**config.mk**
```make
export PLATFORM = sky130hd
export DESIGN_NAME = source_text_tokenizer
export DESIGN_NICKNAME = d
export VERILOG_FILES = /design/src/stt_pkg.sv /design/src/source_text_tokenizer.sv
export SDC_FILE = /design/constraint.sdc
export NUM_CORES = 1
export LEC_CHECK = 0
export ABC_AREA = 1
export BUFFER_PORTS_ARGS = -buffer_cell sky130_fd_sc_hd__buf_2
export CAP_MARGIN = 10
export CORE_ASPECT_RATIO = 0.9
export CORE_MARGIN = 2
export CORE_UTILIZATION = 45
export DETAILED_ROUTE_END_ITERATION = 12
export GPL_TIMING_DRIVEN = 0
export SETUP_SLACK_MARGIN = 0.15
export SLEW_MARGIN = 5
export SYNTH_ARGS = -nofsm -noshare
export SYNTH_HDL_FRONTEND = slang
export SYNTH_SLANG_ARGS = --single-unit
```
**constraint.sdc**
```tcl
create_clock -name clk_i -period 6.3 [get_ports clk_i]
set_clock_uncertainty 0.15 [all_clocks]
set_input_delay 0.63 -clock clk_i [delete_from_list [all_inputs] [get_ports clk_i]]
set_output_delay 0.63 -clock clk_i [all_outputs]
set_load 0.02 [all_outputs]
```
**src/stt_pkg.sv**
```systemverilog
// ----------------------------------------------------------------------------
// stt_pkg
// token kinds, token record and character class helpers for the tokenizer
// ----------------------------------------------------------------------------
package stt_pkg;

  // token kinds
  localparam logic [4:0] KIND_SEMI    = 5'd0;
  localparam logic [4:0] KIND_LPAREN  = 5'd1;
  localparam logic [4:0] KIND_RPAREN  = 5'd2;
  localparam logic [4:0] KIND_LBRACE  = 5'd3;
  localparam logic [4:0] KIND_RBRACE  = 5'd4;
  localparam logic [4:0] KIND_LBRACK  = 5'd5;
  localparam logic [4:0] KIND_RBRACK  = 5'd6;
  localparam logic [4:0] KIND_PLUS    = 5'd7;
  localparam logic [4:0] KIND_MINUS   = 5'd8;
  localparam logic [4:0] KIND_STAR    = 5'd9;
  localparam logic [4:0] KIND_SLASH   = 5'd10;
  localparam logic [4:0] KIND_ASSIGN  = 5'd11;
  localparam logic [4:0] KIND_BANG    = 5'd12;
  localparam logic [4:0] KIND_PERCENT = 5'd13;
  localparam logic [4:0] KIND_AMP     = 5'd14;
  localparam logic [4:0] KIND_COLON   = 5'd15;
  localparam logic [4:0] KIND_LESS    = 5'd16;
  localparam logic [4:0] KIND_GREATER = 5'd17;
  localparam logic [4:0] KIND_COMMA   = 5'd18;
  localparam logic [4:0] KIND_DOT     = 5'd19;
  localparam logic [4:0] KIND_ARROW   = 5'd20;
  localparam logic [4:0] KIND_LE      = 5'd21;
  localparam logic [4:0] KIND_GE      = 5'd22;
  localparam logic [4:0] KIND_STRING  = 5'd23;
  localparam logic [4:0] KIND_IDENT   = 5'd24;
  localparam logic [4:0] KIND_INT     = 5'd25;
  localparam logic [4:0] KIND_EXIT    = 5'd26;
  localparam logic [4:0] KIND_FUNC    = 5'd27;
  localparam logic [4:0] KIND_RETURN  = 5'd28;
  localparam logic [4:0] KIND_BADSTR  = 5'd29;

  // characters with a role of their own
  localparam logic [7:0] CH_NEWLINE = 8'h0A;
  localparam logic [7:0] CH_QUOTE   = 8'h22;
  localparam logic [7:0] CH_HASH    = 8'h23;
  localparam logic [7:0] CH_MINUS   = 8'h2D;
  localparam logic [7:0] CH_LESS    = 8'h3C;
  localparam logic [7:0] CH_EQUAL   = 8'h3D;
  localparam logic [7:0] CH_GREATER = 8'h3E;
  localparam logic [7:0] CH_UNDER   = 8'h5F;

  // keyword candidate bits
  localparam int unsigned CAND_EXIT   = 0;
  localparam int unsigned CAND_FUNC   = 1;
  localparam int unsigned CAND_RETURN = 2;

  typedef struct packed {
    logic [4:0]  kind;
    logic [15:0] start;
    logic [15:0] len;
    logic        last;
  } token_t;

  function automatic logic is_alpha(logic [7:0] c);
    return (c >= 8'h41 && c <= 8'h5A) || (c >= 8'h61 && c <= 8'h7A) || c == CH_UNDER;
  endfunction

  function automatic logic is_digit(logic [7:0] c);
    return c >= 8'h30 && c <= 8'h39;
  endfunction

  // single-byte tokens: {hit, kind}
  function automatic logic [5:0] single_kind(logic [7:0] c);
    logic [5:0] r;
    case (c)
      8'h3B:   r = {1'b1, KIND_SEMI};     // ;
      8'h28:   r = {1'b1, KIND_LPAREN};   // (
      8'h29:   r = {1'b1, KIND_RPAREN};   // )
      8'h7B:   r = {1'b1, KIND_LBRACE};   // {
      8'h7D:   r = {1'b1, KIND_RBRACE};   // }
      8'h5B:   r = {1'b1, KIND_LBRACK};   // [
      8'h5D:   r = {1'b1, KIND_RBRACK};   // ]
      8'h2B:   r = {1'b1, KIND_PLUS};     // +
      8'h2A:   r = {1'b1, KIND_STAR};     // *
      8'h2F:   r = {1'b1, KIND_SLASH};    // /
      8'h3D:   r = {1'b1, KIND_ASSIGN};   // =
      8'h21:   r = {1'b1, KIND_BANG};     // !
      8'h25:   r = {1'b1, KIND_PERCENT};  // %
      8'h26:   r = {1'b1, KIND_AMP};      // &
      8'h3A:   r = {1'b1, KIND_COLON};    // :
      8'h2C:   r = {1'b1, KIND_COMMA};    // ,
      8'h2E:   r = {1'b1, KIND_DOT};      // .
      default: r = {1'b0, KIND_SEMI};
    endcase
    return r;
  endfunction

  // keyword spelling, one character per index
  function automatic logic [7:0] kw_exit_char(logic [2:0] idx);
    logic [7:0] r;
    case (idx)
      3'd0:    r = 8'h65;  // e
      3'd1:    r = 8'h78;  // x
      3'd2:    r = 8'h69;  // i
      3'd3:    r = 8'h74;  // t
      default: r = 8'h00;
    endcase
    return r;
  endfunction

  function automatic logic [7:0] kw_func_char(logic [2:0] idx);
    logic [7:0] r;
    case (idx)
      3'd0:    r = 8'h66;  // f
      3'd1:    r = 8'h75;  // u
      3'd2:    r = 8'h6E;  // n
      3'd3:    r = 8'h63;  // c
      default: r = 8'h00;
    endcase
    return r;
  endfunction

  function automatic logic [7:0] kw_return_char(logic [2:0] idx);
    logic [7:0] r;
    case (idx)
      3'd0:    r = 8'h72;  // r
      3'd1:    r = 8'h65;  // e
      3'd2:    r = 8'h74;  // t
      3'd3:    r = 8'h75;  // u
      3'd4:    r = 8'h72;  // r
      3'd5:    r = 8'h6E;  // n
      default: r = 8'h00;
    endcase
    return r;
  endfunction

endpackage

```
**src/source_text_tokenizer.sv**
```systemverilog
// ----------------------------------------------------------------------------
// source_text_tokenizer
// byte-at-a-time lexer: punctuation, two-char operators, identifiers with
// keywords, integers, strings and comments, with a small result queue
// ----------------------------------------------------------------------------
//
//  channel | direction | handshake             | payload
//  --------+-----------+-----------------------+----------------------------------------
//  in      | to block  | in_valid_i/in_stall_o | text_byte_i, end_of_text_i
//  out     | from block| out_valid_o/out_stall_i| token_kind_o, start_offset_o,
//          |           |                       | token_length_o, last_of_run_o
//
//  - one byte per cycle while in_stall_o is low; each is classified in the cycle
//    it is taken and its zero, one or two tokens go into a four-entry result queue
//  - tokens leave the queue at one per cycle while out_stall_i is low, so a
//    byte that closes two tokens puts them out one after the other
//  - in_stall_o rises when fewer than two queue entries are free
//  - out_stall_i only holds the queue head; input keeps flowing while room is left
//  - reset puts the scanner in idle at byte position zero with an empty queue
//
module source_text_tokenizer #(
  parameter int unsigned POSITION_BITS = 16
) (
  input  logic        clk_i,
  input  logic        rst_ni,

  input  logic        in_valid_i,
  output logic        in_stall_o,
  input  logic [7:0]  text_byte_i,
  input  logic        end_of_text_i,

  output logic        out_valid_o,
  input  logic        out_stall_i,
  output logic [4:0]  token_kind_o,
  output logic [15:0] start_offset_o,
  output logic [15:0] token_length_o,
  output logic        last_of_run_o
);

  localparam int unsigned PosW = POSITION_BITS;
  localparam int unsigned ExtW = (PosW > 16) ? PosW : 16;

  // scanner modes
  localparam logic [2:0] MODE_IDLE    = 3'd0;
  localparam logic [2:0] MODE_IDENT   = 3'd1;
  localparam logic [2:0] MODE_NUMBER  = 3'd2;
  localparam logic [2:0] MODE_STRING  = 3'd3;
  localparam logic [2:0] MODE_COMMENT = 3'd4;
  localparam logic [2:0] MODE_MINUS   = 3'd5;
  localparam logic [2:0] MODE_LESS    = 3'd6;
  localparam logic [2:0] MODE_GREATER = 3'd7;

  localparam logic [2:0] CAND_ALL = 3'b111;

  // ------------------------------------------------------------------------
  // helpers
  // ------------------------------------------------------------------------
  function automatic logic [PosW-1:0] sat_inc(logic [PosW-1:0] v);
    return (&v) ? v : v + 1'b1;
  endfunction

  // low 16 bits of a position, zero extended when positions are narrower
  function automatic logic [15:0] low16(logic [PosW-1:0] v);
    logic [ExtW-1:0] t;
    t = ExtW'(v);
    return t[15:0];
  endfunction

  // narrow keyword candidates by one more identifier character
  function automatic logic [2:0] cand_take(logic [PosW-1:0] cnt, logic [2:0] cand,
                                           logic [7:0] c);
    logic [2:0] hit;
    hit[stt_pkg::CAND_EXIT]   = (cnt < 4) && (stt_pkg::kw_exit_char(cnt[2:0]) == c);
    hit[stt_pkg::CAND_FUNC]   = (cnt < 4) && (stt_pkg::kw_func_char(cnt[2:0]) == c);
    hit[stt_pkg::CAND_RETURN] = (cnt < 6) && (stt_pkg::kw_return_char(cnt[2:0]) == c);
    return cand & hit;
  endfunction

  function automatic logic [4:0] word_kind(logic [PosW-1:0] cnt, logic [2:0] cand);
    logic [4:0] k;
    if (cnt == 4 && cand[stt_pkg::CAND_EXIT]) begin
      k = stt_pkg::KIND_EXIT;
    end else if (cnt == 4 && cand[stt_pkg::CAND_FUNC]) begin
      k = stt_pkg::KIND_FUNC;
    end else if (cnt == 6 && cand[stt_pkg::CAND_RETURN]) begin
      k = stt_pkg::KIND_RETURN;
    end else begin
      k = stt_pkg::KIND_IDENT;
    end
    return k;
  endfunction

  // ------------------------------------------------------------------------
  // scanner state
  // ------------------------------------------------------------------------
  logic [2:0]      mode_q, mode_d;
  logic [PosW-1:0] start_q, start_d;
  logic [PosW-1:0] tok_cnt_q, tok_cnt_d;
  logic [PosW-1:0] pos_q, pos_d;
  logic [2:0]      cand_q, cand_d;

  // result queue
  stt_pkg::token_t fifo_q [4];
  logic [1:0]      rd_ptr_q, wr_ptr_q;
  logic [2:0]      fifo_cnt_q;

  logic in_acc, out_acc;
  assign in_acc  = in_valid_i && !in_stall_o;
  assign out_acc = out_valid_o && !out_stall_i;

  // room for the worst case of two tokens per byte
  assign in_stall_o = fifo_cnt_q > 3'd2;

  // ------------------------------------------------------------------------
  // one byte of scanning
  // token a closes the pending token; token b is a fresh single-byte token
  // or the flush at end of text (never both)
  // ------------------------------------------------------------------------
  stt_pkg::token_t tok_a, tok_b, slot0;
  logic            a_vld, b_vld, rescan;
  logic [5:0]      single;

  always_comb begin
    mode_d    = mode_q;
    start_d   = start_q;
    tok_cnt_d = tok_cnt_q;
    cand_d    = cand_q;
    pos_d     = pos_q;
    tok_a     = '0;
    tok_b     = '0;
    a_vld     = 1'b0;
    b_vld     = 1'b0;
    rescan    = 1'b0;
    single    = stt_pkg::single_kind(text_byte_i);

    unique case (mode_q)
      MODE_COMMENT: begin
        if (text_byte_i == stt_pkg::CH_NEWLINE) begin
          mode_d    = MODE_IDLE;
          tok_cnt_d = '0;
          cand_d    = CAND_ALL;
        end
      end
      MODE_STRING: begin
        if (text_byte_i == stt_pkg::CH_QUOTE) begin
          a_vld     = 1'b1;
          tok_a     = '{stt_pkg::KIND_STRING, low16(start_q), low16(tok_cnt_q), 1'b0};
          mode_d    = MODE_IDLE;
          tok_cnt_d = '0;
          cand_d    = CAND_ALL;
        end else begin
          tok_cnt_d = sat_inc(tok_cnt_q);
        end
      end
      MODE_IDENT: begin
        if (stt_pkg::is_alpha(text_byte_i) || stt_pkg::is_digit(text_byte_i)) begin
          cand_d    = cand_take(tok_cnt_q, cand_q, text_byte_i);
          tok_cnt_d = sat_inc(tok_cnt_q);
        end else begin
          a_vld  = 1'b1;
          tok_a  = '{word_kind(tok_cnt_q, cand_q), low16(start_q), low16(tok_cnt_q), 1'b0};
          rescan = 1'b1;
        end
      end
      MODE_NUMBER: begin
        if (stt_pkg::is_digit(text_byte_i)) begin
          tok_cnt_d = sat_inc(tok_cnt_q);
        end else begin
          a_vld  = 1'b1;
          tok_a  = '{stt_pkg::KIND_INT, low16(start_q), low16(tok_cnt_q), 1'b0};
          rescan = 1'b1;
        end
      end
      MODE_MINUS: begin
        a_vld = 1'b1;
        if (text_byte_i == stt_pkg::CH_GREATER) begin
          tok_a  = '{stt_pkg::KIND_ARROW, low16(start_q), 16'd2, 1'b0};
          mode_d = MODE_IDLE;
        end else begin
          tok_a  = '{stt_pkg::KIND_MINUS, low16(start_q), 16'd1, 1'b0};
          rescan = 1'b1;
        end
      end
      MODE_LESS: begin
        a_vld = 1'b1;
        if (text_byte_i == stt_pkg::CH_EQUAL) begin
          tok_a  = '{stt_pkg::KIND_LE, low16(start_q), 16'd2, 1'b0};
          mode_d = MODE_IDLE;
        end else begin
          tok_a  = '{stt_pkg::KIND_LESS, low16(start_q), 16'd1, 1'b0};
          rescan = 1'b1;
        end
      end
      MODE_GREATER: begin
        a_vld = 1'b1;
        if (text_byte_i == stt_pkg::CH_EQUAL) begin
          tok_a  = '{stt_pkg::KIND_GE, low16(start_q), 16'd2, 1'b0};
          mode_d = MODE_IDLE;
        end else begin
          tok_a  = '{stt_pkg::KIND_GREATER, low16(start_q), 16'd1, 1'b0};
          rescan = 1'b1;
        end
      end
      default: begin
        rescan = 1'b1;
      end
    endcase

    // byte starts something new from idle
    if (rescan) begin
      mode_d    = MODE_IDLE;
      start_d   = pos_q;
      tok_cnt_d = '0;
      cand_d    = CAND_ALL;
      if (text_byte_i == stt_pkg::CH_HASH) begin
        mode_d = MODE_COMMENT;
      end else if (text_byte_i == stt_pkg::CH_QUOTE) begin
        mode_d  = MODE_STRING;
        start_d = sat_inc(pos_q);
      end else if (stt_pkg::is_alpha(text_byte_i)) begin
        mode_d    = MODE_IDENT;
        cand_d    = cand_take('0, CAND_ALL, text_byte_i);
        tok_cnt_d = PosW'(1);
      end else if (stt_pkg::is_digit(text_byte_i)) begin
        mode_d    = MODE_NUMBER;
        tok_cnt_d = PosW'(1);
      end else if (text_byte_i == stt_pkg::CH_MINUS) begin
        mode_d = MODE_MINUS;
      end else if (text_byte_i == stt_pkg::CH_LESS) begin
        mode_d = MODE_LESS;
      end else if (text_byte_i == stt_pkg::CH_GREATER) begin
        mode_d = MODE_GREATER;
      end else if (single[5]) begin
        b_vld = 1'b1;
        tok_b = '{single[4:0], low16(pos_q), 16'd1, 1'b0};
      end
    end

    // end of text: flush what is pending, then back to the reset state
    if (end_of_text_i) begin
      case (mode_d)
        MODE_IDENT: begin
          b_vld = 1'b1;
          tok_b = '{word_kind(tok_cnt_d, cand_d), low16(start_d), low16(tok_cnt_d), 1'b0};
        end
        MODE_NUMBER: begin
          b_vld = 1'b1;
          tok_b = '{stt_pkg::KIND_INT, low16(start_d), low16(tok_cnt_d), 1'b0};
        end
        MODE_STRING: begin
          b_vld = 1'b1;
          tok_b = '{stt_pkg::KIND_BADSTR, low16(start_d), low16(tok_cnt_d), 1'b0};
        end
        MODE_MINUS: begin
          b_vld = 1'b1;
          tok_b = '{stt_pkg::KIND_MINUS, low16(start_d), 16'd1, 1'b0};
        end
        MODE_LESS: begin
          b_vld = 1'b1;
          tok_b = '{stt_pkg::KIND_LESS, low16(start_d), 16'd1, 1'b0};
        end
        MODE_GREATER: begin
          b_vld = 1'b1;
          tok_b = '{stt_pkg::KIND_GREATER, low16(start_d), 16'd1, 1'b0};
        end
        default: begin
        end
      endcase
      mode_d    = MODE_IDLE;
      start_d   = '0;
      tok_cnt_d = '0;
      cand_d    = CAND_ALL;
      pos_d     = '0;
    end else begin
      pos_d = sat_inc(pos_q);
    end

    // the last token of this byte carries last_of_run
    tok_b.last = 1'b1;
    tok_a.last = !b_vld;
    slot0      = a_vld ? tok_a : tok_b;
  end

  always_ff @(posedge clk_i or negedge rst_ni) begin
    if (!rst_ni) begin
      mode_q    <= MODE_IDLE;
      start_q   <= '0;
      tok_cnt_q <= '0;
      pos_q     <= '0;
      cand_q    <= CAND_ALL;
    end else if (in_acc) begin
      mode_q    <= mode_d;
      start_q   <= start_d;
      tok_cnt_q <= tok_cnt_d;
      pos_q     <= pos_d;
      cand_q    <= cand_d;
    end
  end

  // ------------------------------------------------------------------------
  // result queue: up to two writes per byte, one read per cycle
  // ------------------------------------------------------------------------
  logic [1:0] n_push;
  assign n_push = in_acc ? (2'(a_vld) + 2'(b_vld)) : 2'd0;

  always_ff @(posedge clk_i) begin
    if (n_push != 2'd0) begin
      fifo_q[wr_ptr_q] <= slot0;
    end
    if (n_push == 2'd2) begin
      fifo_q[wr_ptr_q + 2'd1] <= tok_b;
    end
  end

  always_ff @(posedge clk_i or negedge rst_ni) begin
    if (!rst_ni) begin
      rd_ptr_q   <= '0;
      wr_ptr_q   <= '0;
      fifo_cnt_q <= '0;
    end else begin
      wr_ptr_q   <= wr_ptr_q + n_push;
      rd_ptr_q   <= rd_ptr_q + 2'(out_acc);
      fifo_cnt_q <= fifo_cnt_q + 3'(n_push) - 3'(out_acc);
    end
  end

  assign out_valid_o    = fifo_cnt_q != 3'd0;
  assign token_kind_o   = fifo_q[rd_ptr_q].kind;
  assign start_offset_o = fifo_q[rd_ptr_q].start;
  assign token_length_o = fifo_q[rd_ptr_q].len;
  assign last_of_run_o  = fifo_q[rd_ptr_q].last;

`ifndef SYNTHESIS
  // queue never holds more than its four entries
  a_fifo_bound: assert property (@(posedge clk_i) disable iff (!rst_ni)
    fifo_cnt_q <= 3'd4)
    else $error("result queue overflow");

  // a byte that ends the text leaves the scanner at position zero in idle
  a_text_end: assert property (@(posedge clk_i) disable iff (!rst_ni)
    in_acc && end_of_text_i |=> pos_q == '0 && mode_q == MODE_IDLE)
    else $error("scanner not reset after end of text");

  // idle scanner holds no partial token
  a_idle_clean: assert property (@(posedge clk_i) disable iff (!rst_ni)
    mode_q == MODE_IDLE |-> tok_cnt_q == '0 && cand_q == CAND_ALL)
    else $error("idle scanner with leftover token state");

  // a token that is not the last of its byte always has its partner queued
  a_pair_kept: assert property (@(posedge clk_i) disable iff (!rst_ni)
    out_acc && !last_of_run_o |-> fifo_cnt_q >= 3'd2)
    else $error("second token of a byte missing");
`endif

endmodule

```
After elaboration in Yosys (flattened, before gate mapping):

Memories as Yosys holds them, arrays and structs flattened.
Index checks and enable logic that the tools add are counted.

* order comparisons: 9
* add/subtract/negate cells: 8
* reductions and logical operators: 30
* muxes and demuxes: 111
* equal/unequal tests: 53
* bitwise gates (word level): 1

Operators with widths (number)
* 2-to-1 mux 38 bit: 15
* case mux 38 bit (6 select lines): 2
* 2-to-1 mux 16 bit: 13
* equality test 8 x 6 -> 1 bit, second input constant: 18
* 2-to-1 mux 8 bit: 18
* case mux 6 bit (17 select lines): 1
* 2-to-1 mux 3 bit: 27
* 2-to-1 mux 36 bit: 2
* equality test 16 x 3 -> 1 bit, second input constant: 4
* case mux 16 bit (4 select lines): 1
* case mux 7 bit (4 select lines): 2
* equality test 8 bit: 6
* equality test 8 x 7 -> 1 bit, second input constant: 5
* case mux 7 bit (5 select lines): 1
* adder 16 x 1 -> 16 bit, second input constant: 2
* less-than comparator 16 x 3 -> 1 bit, second input constant: 2
* AND reduction 16 bit: 2
* equality test 3 bit, second input constant: 9
* 2-to-1 mux 1 bit: 24
* equality test 3 x 2 -> 1 bit, second input constant: 6
* >= comparator 8 x 7 -> 1 bit, second input constant: 2
* less-or-equal comparator 8 x 7 -> 1 bit, second input constant: 2
* logical AND 1 bit: 14
* case mux 3 bit (4 select lines): 1
* 25 further kinds: 33

* output and inout port bits: 40
* RAM bits: 152
* memories: 1
* register bits: 61

Memory list
* fifo_q: depth 4, bits a word 38, rd ports 1, clocked after Yosys merged registers in 0, write ports 2, line source_text_tokenizer.sv:103 `stt_pkg::token_t fifo_q [4];`

Logic depth before layout (Yosys ltp):

Gate-level depths: netlist of run 1.

* depth after elaboration: 20
* gate-level depth with buffers: 27
* gate-level depth less buffers: 25

Worst setup path before layout of run 1:

Ideal clock, no wire load.

* path type: input -> register
* from: input text_byte_i[1]
* to: memory fifo_q[3][10] (netlist name), enable pin
* path slack: 1.525 ns
* arrival: 4.230 ns
* stages: 24
* cells stage by stage: buf_2 inv_2 nand2_1 nor2_2 nand2_2 nand2_4 nand2_4 nor2_4 nand3_4 buf_6 nand2_1 nand2_1 inv_2 nand2_4 nand2_8 nand2_2 ha_1 inv_1 nor2_1 nor2_1 nor3_2 inv_1 clkbuf_1 nand2_1

RTL lines
* start: declaration: line source_text_tokenizer.sv:29 `input logic [7:0] text_byte_i,`
* end: declaration: line source_text_tokenizer.sv:103

==> metrics, run 1 <==
outcome complete, no violations; Finish-stage setup viols 0; Initial DRC Count 1416; Synth top area share 33.62%; Total Nets Final 1752; worst r2r src mode_q[2]; Setup crit start mode_q[2]; simple-gate area share of the yosys netlist a little over a fifth; Via density about 5.8; port bufs 47; Synth area leader edfxtp_1; final hold violations 0; Synth Instances approximately 1.6k; global-route wire length before repair between 60000 and 70000 um; compound-gate portion of the synthesized area about a fifth; Synth Cell Area 13220 um^2; ratio of cells with drive above 1 in the final layout a little over a tenth; crit-path max FO 23; Startpoint Class register; # rows 59; Routed WL 44080 um; Reg2Reg Depth 22; pre-CTS setup slack around 590 ps; Slew @ Worst Pin roughly 950 ps; top post-synthesis cells by area edfxtp_1 34%, dfrtp_1 11%, o22ai_1 11%, nand2_1 8.3%, inv_1 5.3%; commonest cells in the netlist 292 x nand2_1, 223 x o22ai_1, 188 x inv_1; Final period util between 80 and 90%; FF-to-FF End fifo_q[3][37]; DR pass1 iterations 7; capture point of the worst path fifo_q[3][37]; Synth Area in XOR/XNOR 1.458%; initial antenna violation count 0; Fmax 0.1829 GHz; Min Hold Slack 262.3 ps; number of fill cells 2816; Hold Buf Count CTS 1; synth-to-layout area growth 12.36%; syn avg cell area roughly 8 um^2; synth unique cells between 50 and 60; Worst R2R Setup Slack approximately 830 ps; largest net degree at the start of global routing 61; Synth warnings 0; fin area 14850 um^2; Crit. End Element register; Async SR Flop Fraction 28.64%; Post-synth EDFFs ~150; placed instance area around 14000 um^2; clock buffer depth 3; die height 166.6 um; wire per inst 20.60 um; Adder-Cell Fraction of Synth Area 1.382%; most numerous cell in the Yosys netlist nand2_1; Slew Viols, Final 0; Power Density 438.1 nW/um^2; CTS tree built; setup bufs post-CTS 0; All-Layer GR Usage 28.60%; PnR worst setup slack about 830 ps; GRT overflow 0; CTS sink count around 210; # DRC 0; total power after layout 6507 uW; footprint of the multi-input gates 5987 um^2; PostCTS Resize Cnt 0; Reg clk slew, reported paths around 70 ps; worst rel slew slack 36.41%; DIE AREA 30760 um^2; via count 12.49k; sequential share of the synthesized area approximately 46%; Final Non-Filler Cells 2140; unrepaired setup endpoints after global routing false; fin crit period 5467 ps; H-tree depth 1; crit path DAT 5560 ps; Die W approximately 180 um; mux contribution to synthesized area 0%; placed insts approximately 2.1k; critical path type register to register; Ports 53; Seq. cell area around 6100 um^2; leakage 0.005683 uW; flops & latches, synth 213; Core ar. 28940 um^2; antenna-violating nets left 0; Root Buffer clkbuf_16; number of global-route vias before repair 11.73k; Worst-Skew Late Latency 560 ps; Worst VDD drop approximately 0.00021 V; # diodes 0; commonest register cell after synthesis edfxtp_1; routability cong. 0.9407; largest family of logic cells by synthesized area simple AND/OR/NAND/NOR gates; Hold WC Path Type input pin to async pin; CTS Buf Count 25; effective utilization at floorplan 45.68%; post-DP HPWL 32140 um; required time of the critical path ~6400 ps; max-cap violations 0; Synth Net Count 1672
[worst min path at each step]
stage	start	to	slack, ps	cells past startpoint
finish	rst_ni	tok_cnt_q[1]	260	2
floorplan	rst_ni	fifo_cnt_q[0]	180	0
global placement	fifo_q[1][0]	fifo_q[1][0]	300	2
global route	rst_ni	tok_cnt_q[1]	280	2
CTS	rst_ni	tok_cnt_q[1]	260	2
detailed placement	rst_ni	tok_cnt_q[1]	280	1
[cell type report]
class | instances | area share [%]
clock buffers | 30 | 4.406
flip-flops and latches | 213 | 40.76
repair buffers | 53 | 2.392
clock inverters | 16 | 0.8003
multi-input cells | 1138 | 40.31
plain buffers | 90 | 2.839
well taps | 396 | 3.336
inverters | 204 | 5.155
[cell families (layout without fill, tap and decap cells)]
family | after synthesis | after routing
AND/OR/NAND/NOR | 648 | 648
AO/OA/AOI/OAI | 454 | 454
buffers and inverters | 294 | 393
flip-flops | 213 | 213
XOR/XNOR | 22 | 22
adder cells (fa/ha/maj) | 14 | 14
[sequential cells by signal (all words and copies together) (netlist names)]
signal / cells
cand_q: 3
fifo_q: 152
start_q: 16
wr_ptr_q: 2
tok_cnt_q: 16
mode_q: 3
fifo_cnt_q: 3
rd_ptr_q: 2
pos_q: 16
[worst max-delay path, stage by stage, from the launching register on]
cell and delay [ps]:
dfrtp_1 320, buf_2 180, inv_1 100, nand3_1 280, inv_1 170, nand3_4 200
nand3_4 110, buf_6 180, nand2_1 70, nand2_1 90, inv_2 110, nand2_4 70
nand2_8 130, nand2_2 140, ha_1 330, inv_1 50, nor2_1 190, nor2_1 160
nor3_2 740, inv_1 240, clkbuf_1 350, nand2_2 500, buf_12 270
[metal layers]
| layer | track usage (%) | routed length (um) | vias to the layer above |
|---|---|---|---|
| met3 | 4.439 | 4335 | 64 |
| li1 | - | - | 5924 |
| met5 | 0 | 0 | - |
| met2 | 42.64 | 19070 | 617 |
| met4 | 7.557 | 839 | 0 |
| met1 | 43.22 | 19830 | 5886 |
[through the flow]
step / TNS [ps] / util [%]
after global routing: 0 / 51.33
after global placement: -28380 / 48.21
after CTS: 0 / 51.33
after floorplan: 0 / -
final: 0 / 51.33
after detailed placement: 0 / 48.62
[report_power, final]
group          leakage [uW]  internal, uW  total, uW  switching [uW]
Combinational       0.00310           949       3290            2340
Sequential          0.00220          1700       1820             127
Clock              0.000381           784       1400             612
[cell usage in the layout (no fill, tap or decap), types with 20 or more instances in the layout]
master	Yosys	layout
a21oi_1	28	28
buf_2	10	56
clkbuf_1	66	70
clkbuf_16	0	25
dfrtp_1	58	58
edfxtp_1	148	148
inv_1	188	188
nand2_1	292	288
nand2_2	17	21
nand3_1	84	84
nand4_1	20	20
nor2_1	179	179
nor3_1	26	26
o21ai_0	139	139
o21ai_1	23	23
o22ai_1	223	223
xor2_1	21	21
(Power assumes the default switching activity.)
==> inputs of run 2 (changes only) <==
==> constraint.sdc (replaced) <==
create_clock -name clk_i -period 6.3 [get_ports clk_i]
set_clock_uncertainty 0.15 [all_clocks]
set_input_delay 0.315 -clock clk_i [delete_from_list [all_inputs] [get_ports clk_i]]
set_output_delay 0.315 -clock clk_i [all_outputs]
set_load 0.02 [all_outputs]
==> run 2 against run 1 <==
Net effect:
- worst setup slack got worse by 3.4 ps
- first-iteration DRC count grew 6.6%
- global-route usage is essentially flat
- cell area hardly changed
- non-clock buffer count up 1
- critical path type unchanged
==> metrics, run 2 (same netlist as run 1, synthesis figures left out) <==
placed insts ~2.1k; GRT overflow 0; Final Non-Filler Cells 2141; All-Layer GR Usage 28.60%; Slew Viols, Final 0; clock buffer depth 3; setup bufs post-CTS 0; Setup crit start mode_q[2]; Startpoint Class register; worst r2r src mode_q[2]; Initial DRC Count roughly 1.5k; wire per inst between 20 and 25 um; Fmax between 0.15 and 0.2 GHz; required time of the critical path 6390 ps; most frequent cells in the layout 288 x nand2_1, 223 x o22ai_1, 188 x inv_1; Crit. End Element register; Fin Setup TNS 0 ps; # rows 59; Worst-Skew Late Latency 560 ps; Largest Register fifo_q; critical path type register to register; max-cap violations 0; Power Density 437.6 nW/um^2; largest net degree at the start of global routing roughly 60; fin crit period 5470 ps; effective utilization at floorplan 45.68%; Slew @ Worst Pin 965.1 ps; Ports 53; crit path DAT 5560 ps; Core ar. 28940 um^2; antenna-violating nets left 0; ratio of cells with drive above 1 in the final layout 10.66%; # DRC 0; Reg clk slew, reported paths 70 ps; final hold violations 0; outcome complete, no violations; Worst VDD drop 0.0002095 V; Total Nets Final approximately 1.8k; Routed WL ~44000 um; H-tree depth 1; CTS Buf Count 25; number of global-route vias before repair 11.74k; initial antenna violation count 0; unrepaired setup endpoints after global routing false; # diodes 0; synth-to-layout area growth 12.44%; DR pass1 iterations 5; global-route wire length before repair 68320 um; Die W 184.7 um; port bufs 47; commonest non-fill, non-tap cell in the layout nand2_1; worst rel slew slack 35.31%; Hold WC Path Type input pin to async pin; routability cong. 0.9407; DIE AREA about 30000 um^2; Largest register FFs 152; Root Buffer clkbuf_16; post-DP HPWL between 30000 and 40000 um; Via density 5.870; Final period util 86.83%; die height 166.6 um; via count 12.57k; fin area around 15000 um^2; CTS tree built; crit-path max FO 23; leakage ~0.0057 uW; placed instance area 14070 um^2; CTS sink count between 200 and 250; Finish-stage setup viols 0
-- run 2: changes by cell type in the layout (fill, tap and decap cells not counted) --
cell / before / now
dlygate4sd3_1: 1 / 2
-- run 2: cell type report --
class / count / area (um^2)
clock buffers: 30 / 654.4
multi-input cells: 1138 / 5987
repair buffers: 54 / 365.4
clock inverters: 16 / 118.9
plain buffers: 90 / 421.7
well taps: 396 / 495.5
flip-flops and latches: 213 / 6055
fillers: 2815 / 14070
inverters: 204 / 765.7
-- run 2: worst paths after layout --
check,to,slack (ps),cells after the start
setup reg to reg,fifo_q[3][37],830,22
hold reg to reg,fifo_q[2][0],330,2
max in group asynchronous,tok_cnt_q[1],5400,3
hold / removal,tok_cnt_q[2],110,3
min in group clk_i,cand_q[0],110,3
setup / recovery,fifo_q[3][37],830,22
-- run 2: per-stage QoR --
step	hold WS, ps	setup slack, ps	power [uW]	utilization (%)
6_report	111.2	829.6	6505	51.36
5_1_grt	112.5	609.4	6872	51.36
4_1_cts	101.9	1050	6469	51.36
3_5_place_dp	-31.03	901.5	5072	48.62
3_3_place_gp	303.2	47.25	5021	48.21
2_1_floorplan	-130.6	1841	4025	-
-- run 2: what timing repair did --
action,CTS,global route
hold buffers,2,0
gates resized for setup,0,0
hold endpoints to repair,61,0
-- run 2: worst max-delay path: stages (launching register included) --
cell	delay, ps
dfrtp_1	330
buf_2	180
inv_1	100
nand3_1	270
inv_1	170
nand3_4	190
nand3_4	110
buf_6	180
nand2_1	60
nand2_1	90
inv_2	110
nand2_4	70
nand2_8	130
nand2_2	140
ha_1	330
inv_1	50
nor2_1	190
nor2_1	160
nor3_2	750
inv_1	260
clkbuf_1	360
nand2_2	500
buf_12	270
-- run 2: power by group --
group / leakage (uW) / total (uW) / internal, uW / switching [uW]
clock network: 0.000381 / 1390 / 784 / 608
logic: 0.00311 / 3290 / 949 / 2340
registers: 0.00220 / 1820 / 1700 / 128
-- run 2: per-layer routing --
metal | share of wire (%) | GRT usage [%] | vias to the layer above | wire length, um
met5 | 0 | 0 | - | 0
met4 | 2.1 | 7.557 | 0 | 925
met3 | 10 | 4.439 | 78 | 4495
met2 | 43 | 42.66 | 641 | 19050
met1 | 45 | 43.22 | 5914 | 19750
li1 | - | - | 5934 | -
